<file path="config.mk">
export PLATFORM = sky130hd
export DESIGN_NAME = tesq_cell
export DESIGN_NICKNAME = d
export VERILOG_FILES = /design/src/rtl/tesq_pkg.sv /design/src/rtl/tesq_cell.sv
export SDC_FILE = /design/constraint.sdc
export NUM_CORES = 1
export LEC_CHECK = 0
export BUFFER_PORTS_ARGS = -buffer_cell sky130_fd_sc_hd__clkbuf_2
export CAP_MARGIN = 20
export CELL_PAD_IN_SITES_DETAIL_PLACEMENT = 0
export CELL_PAD_IN_SITES_GLOBAL_PLACEMENT = 1
export CORE_UTILIZATION = 42
export CTS_CLUSTER_DIAMETER = 50
export CTS_CLUSTER_SIZE = 25
export DETAILED_ROUTE_END_ITERATION = 10
export PLACE_DENSITY = 0.86
export SLEW_MARGIN = 20
export SYNTH_ARGS = -nofsm -noshare
export SYNTH_HDL_FRONTEND = slang
export SYNTH_SLANG_ARGS = --single-unit
</file>
<file path="constraint.sdc">
create_clock -name clk_i -period 7.62 [get_ports clk_i]
set_input_delay 0 -clock clk_i [delete_from_list [all_inputs] [get_ports clk_i]]
set_output_delay 0 -clock clk_i [all_outputs]
set_load 0.01 [all_outputs]
</file>
<file path="src/rtl/tesq_pkg.sv">
// Shared types and constants for the timed event scheduler queue.
// Used by the queue cell and the top level; depends on nothing else.
package tesq_pkg;

  localparam int QueueDepth = 16;
  localparam int IdxW = $clog2(QueueDepth);
  localparam int TagW = 4;
  localparam int CmpW = (IdxW > TagW) ? IdxW : TagW;
  localparam int DateW = 48;
  localparam int CbW = 16;
  localparam int CtxW = 32;
  localparam int StepW = 32;
  localparam int MaxResults = 16;
  localparam int NumW = $clog2(MaxResults + 1);
  localparam int BitCntW = $clog2(DateW);
  localparam logic [DateW-1:0] DateMax = {DateW{1'b1}};

  typedef enum logic [1:0] {
    OP_ADD    = 2'd0,
    OP_REMOVE = 2'd1,
    OP_TICK   = 2'd2,
    OP_NONE   = 2'd3
  } op_e;

  typedef enum logic [2:0] {
    K_ADDED       = 3'd0,
    K_FULL        = 3'd1,
    K_REMOVED     = 3'd2,
    K_NOT_PENDING = 3'd3,
    K_FIRED       = 3'd4
  } kind_e;

  typedef enum logic [2:0] {
    S_IDLE,
    S_DIV,
    S_ROUND,
    S_SCAN,
    S_DONE
  } state_e;

  typedef struct packed {
    op_e              op;
    logic [DateW-1:0] now;
    logic [TagW-1:0]  tag;
  } scan_t;

  typedef struct packed {
    logic             hit;
    logic [IdxW-1:0]  hidx;
    logic [DateW-1:0] hdate;
    logic [CbW-1:0]   hcb;
    logic [CtxW-1:0]  hctx;
    logic             free_found;
    logic [IdxW-1:0]  free_idx;
  } tok_t;

endpackage

</file>
<file path="src/rtl/tesq_cell.sv">
// One queue slot: holds an entry and updates the search request passing through.
// Depends on tesq_pkg.
module tesq_cell (
  input  logic                      clk_i,
  input  logic                      rst_ni,
  input  logic [tesq_pkg::IdxW-1:0] idx_i,
  input  tesq_pkg::scan_t           scan_i,
  input  tesq_pkg::tok_t            tok_i,
  output tesq_pkg::tok_t            tok_o,
  input  logic                      wr_i,
  input  logic                      clr_i,
  input  logic [tesq_pkg::DateW-1:0] wdate_i,
  input  logic [tesq_pkg::CbW-1:0]  wcb_i,
  input  logic [tesq_pkg::CtxW-1:0] wctx_i
);
  import tesq_pkg::*;

  logic             valid_q;
  logic [DateW-1:0] date_q;
  logic [CbW-1:0]   cb_q;
  logic [CtxW-1:0]  ctx_q;
  tok_t             tok_d, tok_q;
  logic             take;

  always_comb begin
    take = 1'b0;
    unique case (scan_i.op)
      OP_REMOVE: take = valid_q && (CmpW'(idx_i) == CmpW'(scan_i.tag));
      OP_TICK:   take = valid_q && (date_q <= scan_i.now) &&
                        (!tok_i.hit || (date_q < tok_i.hdate));
      default:   take = 1'b0;
    endcase
    tok_d = tok_i;
    if (take) begin
      tok_d.hit   = 1'b1;
      tok_d.hidx  = idx_i;
      tok_d.hdate = date_q;
      tok_d.hcb   = cb_q;
      tok_d.hctx  = ctx_q;
    end
    if (!valid_q && !tok_i.free_found) begin
      tok_d.free_found = 1'b1;
      tok_d.free_idx   = idx_i;
    end
  end

  always_ff @(posedge clk_i or negedge rst_ni) begin
    if (!rst_ni) begin
      valid_q <= 1'b0;
      tok_q   <= '0;
    end else begin
      tok_q <= tok_d;
      if (wr_i) begin
        valid_q <= 1'b1;
      end else if (clr_i) begin
        valid_q <= 1'b0;
      end
    end
  end

  always_ff @(posedge clk_i) begin
    if (wr_i) begin
      date_q <= wdate_i;
      cb_q   <= wcb_i;
      ctx_q  <= wctx_i;
    end
  end

  assign tok_o = tok_q;

endmodule

</file>
# [Yosys cells after proc, flatten, opt, wreduce, memory -nomap -nowiden]
# Cells that the tools add are included.
[word_totals] ff_bits=203 wordCells=30
[op_classes] order_cmp=2 eq_ne=3 mux=5 n_reduce_logical=9
[ops] cell="101-bit 2-to-1 mux" count=1
[ops] cell="48-bit less-or-equal comparator" count=1
[ops] cell="48-bit < comparator" count=1
[ops] cell="5-bit 2-to-1 mux" count=1
[ops] cell="4-bit == test" count=1
[ops] cell="1-bit logical AND" count=4
[ops] cell="1-bit zero test" count=3
[ops] cell="2-bit by 1-bit == test with 1-bit output, second input constant" count=1
[ops] cell="2-bit == test, second input constant" count=1
[ops] cell="1-bit 2-to-1 mux" count=2
[ops] cell="1-bit case mux with 2 select lines" count=1
[ops] cell="2-bit nonzero test" count=1
[ops] cell="1-bit logical OR" count=1

# [Logic depth before layout (Yosys ltp)]
[logic_depth] word_depth=5 mapped_depth=11 ltp_nobuf=9

# [Worst setup path before layout]
# Ideal clock, no wire load.
[synth_timing] kind="flip-flop to flip-flop" startpoint="register date_q[1]" endpoint="register tok_q, in the netlist tok_o[104]" setup_ps=125 arrival_ps=2273 path_slack_ps=5222 stages_incl_launch_ff=11 n_path_buf=2 synth_period_minus_slack_ps=2398 cell_sequence="edfxtp_1 ha_1 nor2b_1 o211ai_1 a2111oi_0 or4b_1 a41oi_2 and3_4 buf_12 buf_6 o21ai_1"
[synth_lines] element="start, declared" line_no="tesq_cell.sv:19" source="logic [DateW-1:0] date_q;"
[synth_lines] element="start signal, assigned" line_no="tesq_cell.sv:63" source="date_q <= wdate_i;"
[synth_lines] element="end signal, assigned" line_no="tesq_cell.sv:52" source="tok_q <= tok_d;"
[synth_lines] element="end, declared" line_no="tesq_cell.sv:22" source="tok_t tok_d, tok_q;"

==> results.json <==
{
  "status": "completed",
  "drive_gt1_share_pct": 26.8,
  "required_ns": 8.03,
  "wl_mm": 39.4,
  "comb_power_share_pct": 20.3,
  "syn_inst": 1160,
  "grt_setup_unrepaired": "false",
  "routedWlPerCell_microns": 18.8,
  "viasPerCell": 5.36,
  "synthDistinctLibCells": 52,
  "synth-main-ff-cell": "dfrtp_1",
  "utilization_pct": 62.1,
  "critPathArrivalTime_ns": 4.43,
  "routabilityCongestion": 0.868,
  "drcViolationCount": 0,
  "reg2reg_depth": 10,
  "dr.pass1.iters": 5,
  "die-area_sq_um": 28500,
  "drv_slew": 0,
  "ys_warn_count": 0,
  "p_clk_share_pct": 40.8,
  "internal_power_w": 0.00237,
  "die_width_microns": 169,
  "cts_tree": "done",
  "p_per_area_nw_per_um2": 198,
  "cp-end-kind": "register",
  "swShare_pct": 28.9,
  "ir_drop_mv": 0.142,
  "regArea_sq_um": 5560,
  "skew_ns": 0.0127,
  "first_iter_violations": 1043,
  "ys_seq_area_share_pct": 47.6,
  "antenna_found_initial": 4,
  "insertion_delay_ns": 0.54,
  "totalNegativeSetupSlack_ns": 0,
  "placed_cell_area_sq_um": 13700,
  "final-hold-violation-count": 0,
  "globalRoute.totalOverflow": 0,
  "clock-sinks": 203,
  "p_sw_w": 0.000965,
  "nNetsFinal": 2057,
  "critPathMaxFanout": 92,
  "post-route-min-period_ns": 4.02,
  "max_slew_margin_pct": 25.7,
  "start_util_pct": 43.1,
  "final_antenna_net_count": 0,
  "netlist_area_sq_um": 11700,
  "grt_max_degree": 107,
  "clk_pin_slew_worst_paths_ns": 0.06,
  "core-area_sq_um": 27100,
  "track_usage_pct": 27.1,
  "crit_path_start_kind": "register",
  "post_cts_buffers": 0,
  "nFillCells": 2179,
  "grt_pass1_wl_mm": 60.8,
  "p_seq_share_pct": 38.9,
  "io_pins": 370,
  "maxCapViolCount": 0,
  "fmax_mhz": 249,
  "cts_root_buffer": "clkbuf_16",
  "vias": 11200,
  "fin_area_sq_um": 16800,
  "clockBufferDepth": 3,
  "ys_ff_latch": 203,
  "hpwl_mm": 24.3,
  "worstHoldPathType": "primary input to asynchronous set/reset pin",
  "synthArstFlopShare_pct": 52.7,
  "synth_nets": 1521,
  "power_leakage_nw": 7.70,
  "io_buffers": 369,
  "cts_resized": 0,
  "synth_area_per_cell_sq_um": 10.1,
  "die_h_microns": 169,
  "synth-edff-count": 96,
  "grt_pass1_vias": 11400,
  "multi_input_area_sq_um": 5350,
  "cts_buffers": 28,
  "cts-htree-levels": 1,
  "cts-hold-fix-buffers": 213,
  "setup_viol": 0,
  "area_growth_pct": 44.1,
  "row_count": 60,
  "crit_type": "register to register",
  "tightest_slew_ns": 1.11,
  "period_share_pct": 52.7
}
## power by group through the flow
| stage | Clock, W | Combinational [W] | Sequential, W |
|---|---|---|---|
| 2_1_floorplan | 0 | 0.000308 | 0.00133 |
| 3_3_place_gp | 0 | 0.000566 | 0.00132 |
| 3_5_place_dp | 0 | 0.000577 | 0.00132 |
| 4_1_cts | 0.00138 | 0.000671 | 0.00130 |
| 5_1_grt | 0.00142 | 0.000740 | 0.00131 |
| 6_report | 0.00136 | 0.000678 | 0.00130 |
## state kept, by name, indices dropped and copies added, names as in the netlist
register,flops
date_q,48
valid_q,1
cb_q,16
tok_o,106
ctx_q,32
## metrics by stage
step                      cells  setup WS, ns  total power, W  hold WS, ns
after floorplan            1160          5.22         0.00164       -0.296
after global placement     1825          3.93         0.00188        0.156
after detailed placement   1825          4.14         0.00190        0.168
after CTS                  2090          3.67         0.00335        0.139
after global routing       2094          3.47         0.00347        0.172
final                      2096          3.60         0.00334        0.106
## layout by cell type (no fill, tap or decap), drive strengths merged, types with 14 or more instances in the layout
cell type	n
a21oi	43
a31oi	100
buf	14
clkbuf	403
dfrtp	107
dlygate4sd3	213
edfxtp	96
ha	97
inv	110
nand2	125
nand4	15
nor3b	198
o21ai	113
## routing by layer
metal | up-vias | track usage, % | part of all wire (%)
met4 | 0 | 11.6 | 4.0
met1 | 5334 | 34.8 | 42
met3 | 109 | 4.51 | 6.5
met5 | - | 0 | 0
met2 | 490 | 45.3 | 48
li1 | 5293 | - | -
## layout make-up
class                           count  share of cell area (%)
Clock inverter                     16                    1.09
Multi-Input combinational cell    765                    31.7
Inverter                          104                    2.32
Timing Repair Buffer              594                    24.3
Sequential cell                   203                    33.0
Clock buffer                       36                    4.71
Antenna cell                        6                  0.0892
Tap cell                          372                    2.76
## cells by family (layout without fill, tap and decap cells)
logic type | count (synthesis) | after routing | synth area share, %
compound gates | 281 | 281 | 14.5
flops | 203 | 203 | 47.6
buf+inv | 192 | 750 | 7.13
other cells | 0 | 6 | 0
fa+ha+maj | 97 | 97 | 10.4
xor+xnor | 4 | 4 | 0.300
mux | 4 | 4 | 0.385
simple gates | 379 | 379 | 19.8
## worst paths after layout
| path | from | to | slack (ns) |
|---|---|---|---|
| setup reg to reg | date_q[25] | tok_o[104] | 3.60 |
| hold / removal | rst_ni | tok_o[12] | 0.11 |
| hold reg to reg | valid_q | tok_o[4] | 0.59 |
| min in group clk_i | wdate_i[9] | date_q[9] | 0.17 |
| setup / recovery | date_q[25] | tok_o[104] | 3.60 |
| max in group asynchronous | rst_ni | tok_o[76] | 6.29 |
## critical path, cell delays in order, from the launching register on
cell           delay (ns)
edfxtp_1             0.44
ha_1                 0.33
nand4_1              0.21
nor4_2               0.49
nand3_1              0.22
o211a_1              0.19
a221oi_4             0.21
and3_4               0.30
buf_6                0.62
o21ai_1              0.17
dlygate4sd3_1        0.60
## synthesized netlist by cell type (3+ instances only)
cell        n  area share, %
and4_1      5           0.37
o21ai_1    72            3.1
nand3_1     9           0.39
dfrtp_1   107             23
xor2_1      3           0.22
clkbuf_1   55            1.8
nand2_1   125            4.0
nor2_1      9           0.29
a31oi_1   100            5.4
inv_1     104            3.3
nor3_1      5           0.21
edfxtp_1   96             25
nor3b_1   198             13
o21ai_2    18            1.3
mux2_2      4           0.39
buf_6       9           0.87
nand4_1    14           0.75
a21oi_1    43            1.8
ha_1       97             10
buf_2      22           0.94
a21o_1      6           0.39
o21ai_0    23           0.98
Note: power is estimated with default switching activity, not from simulation.
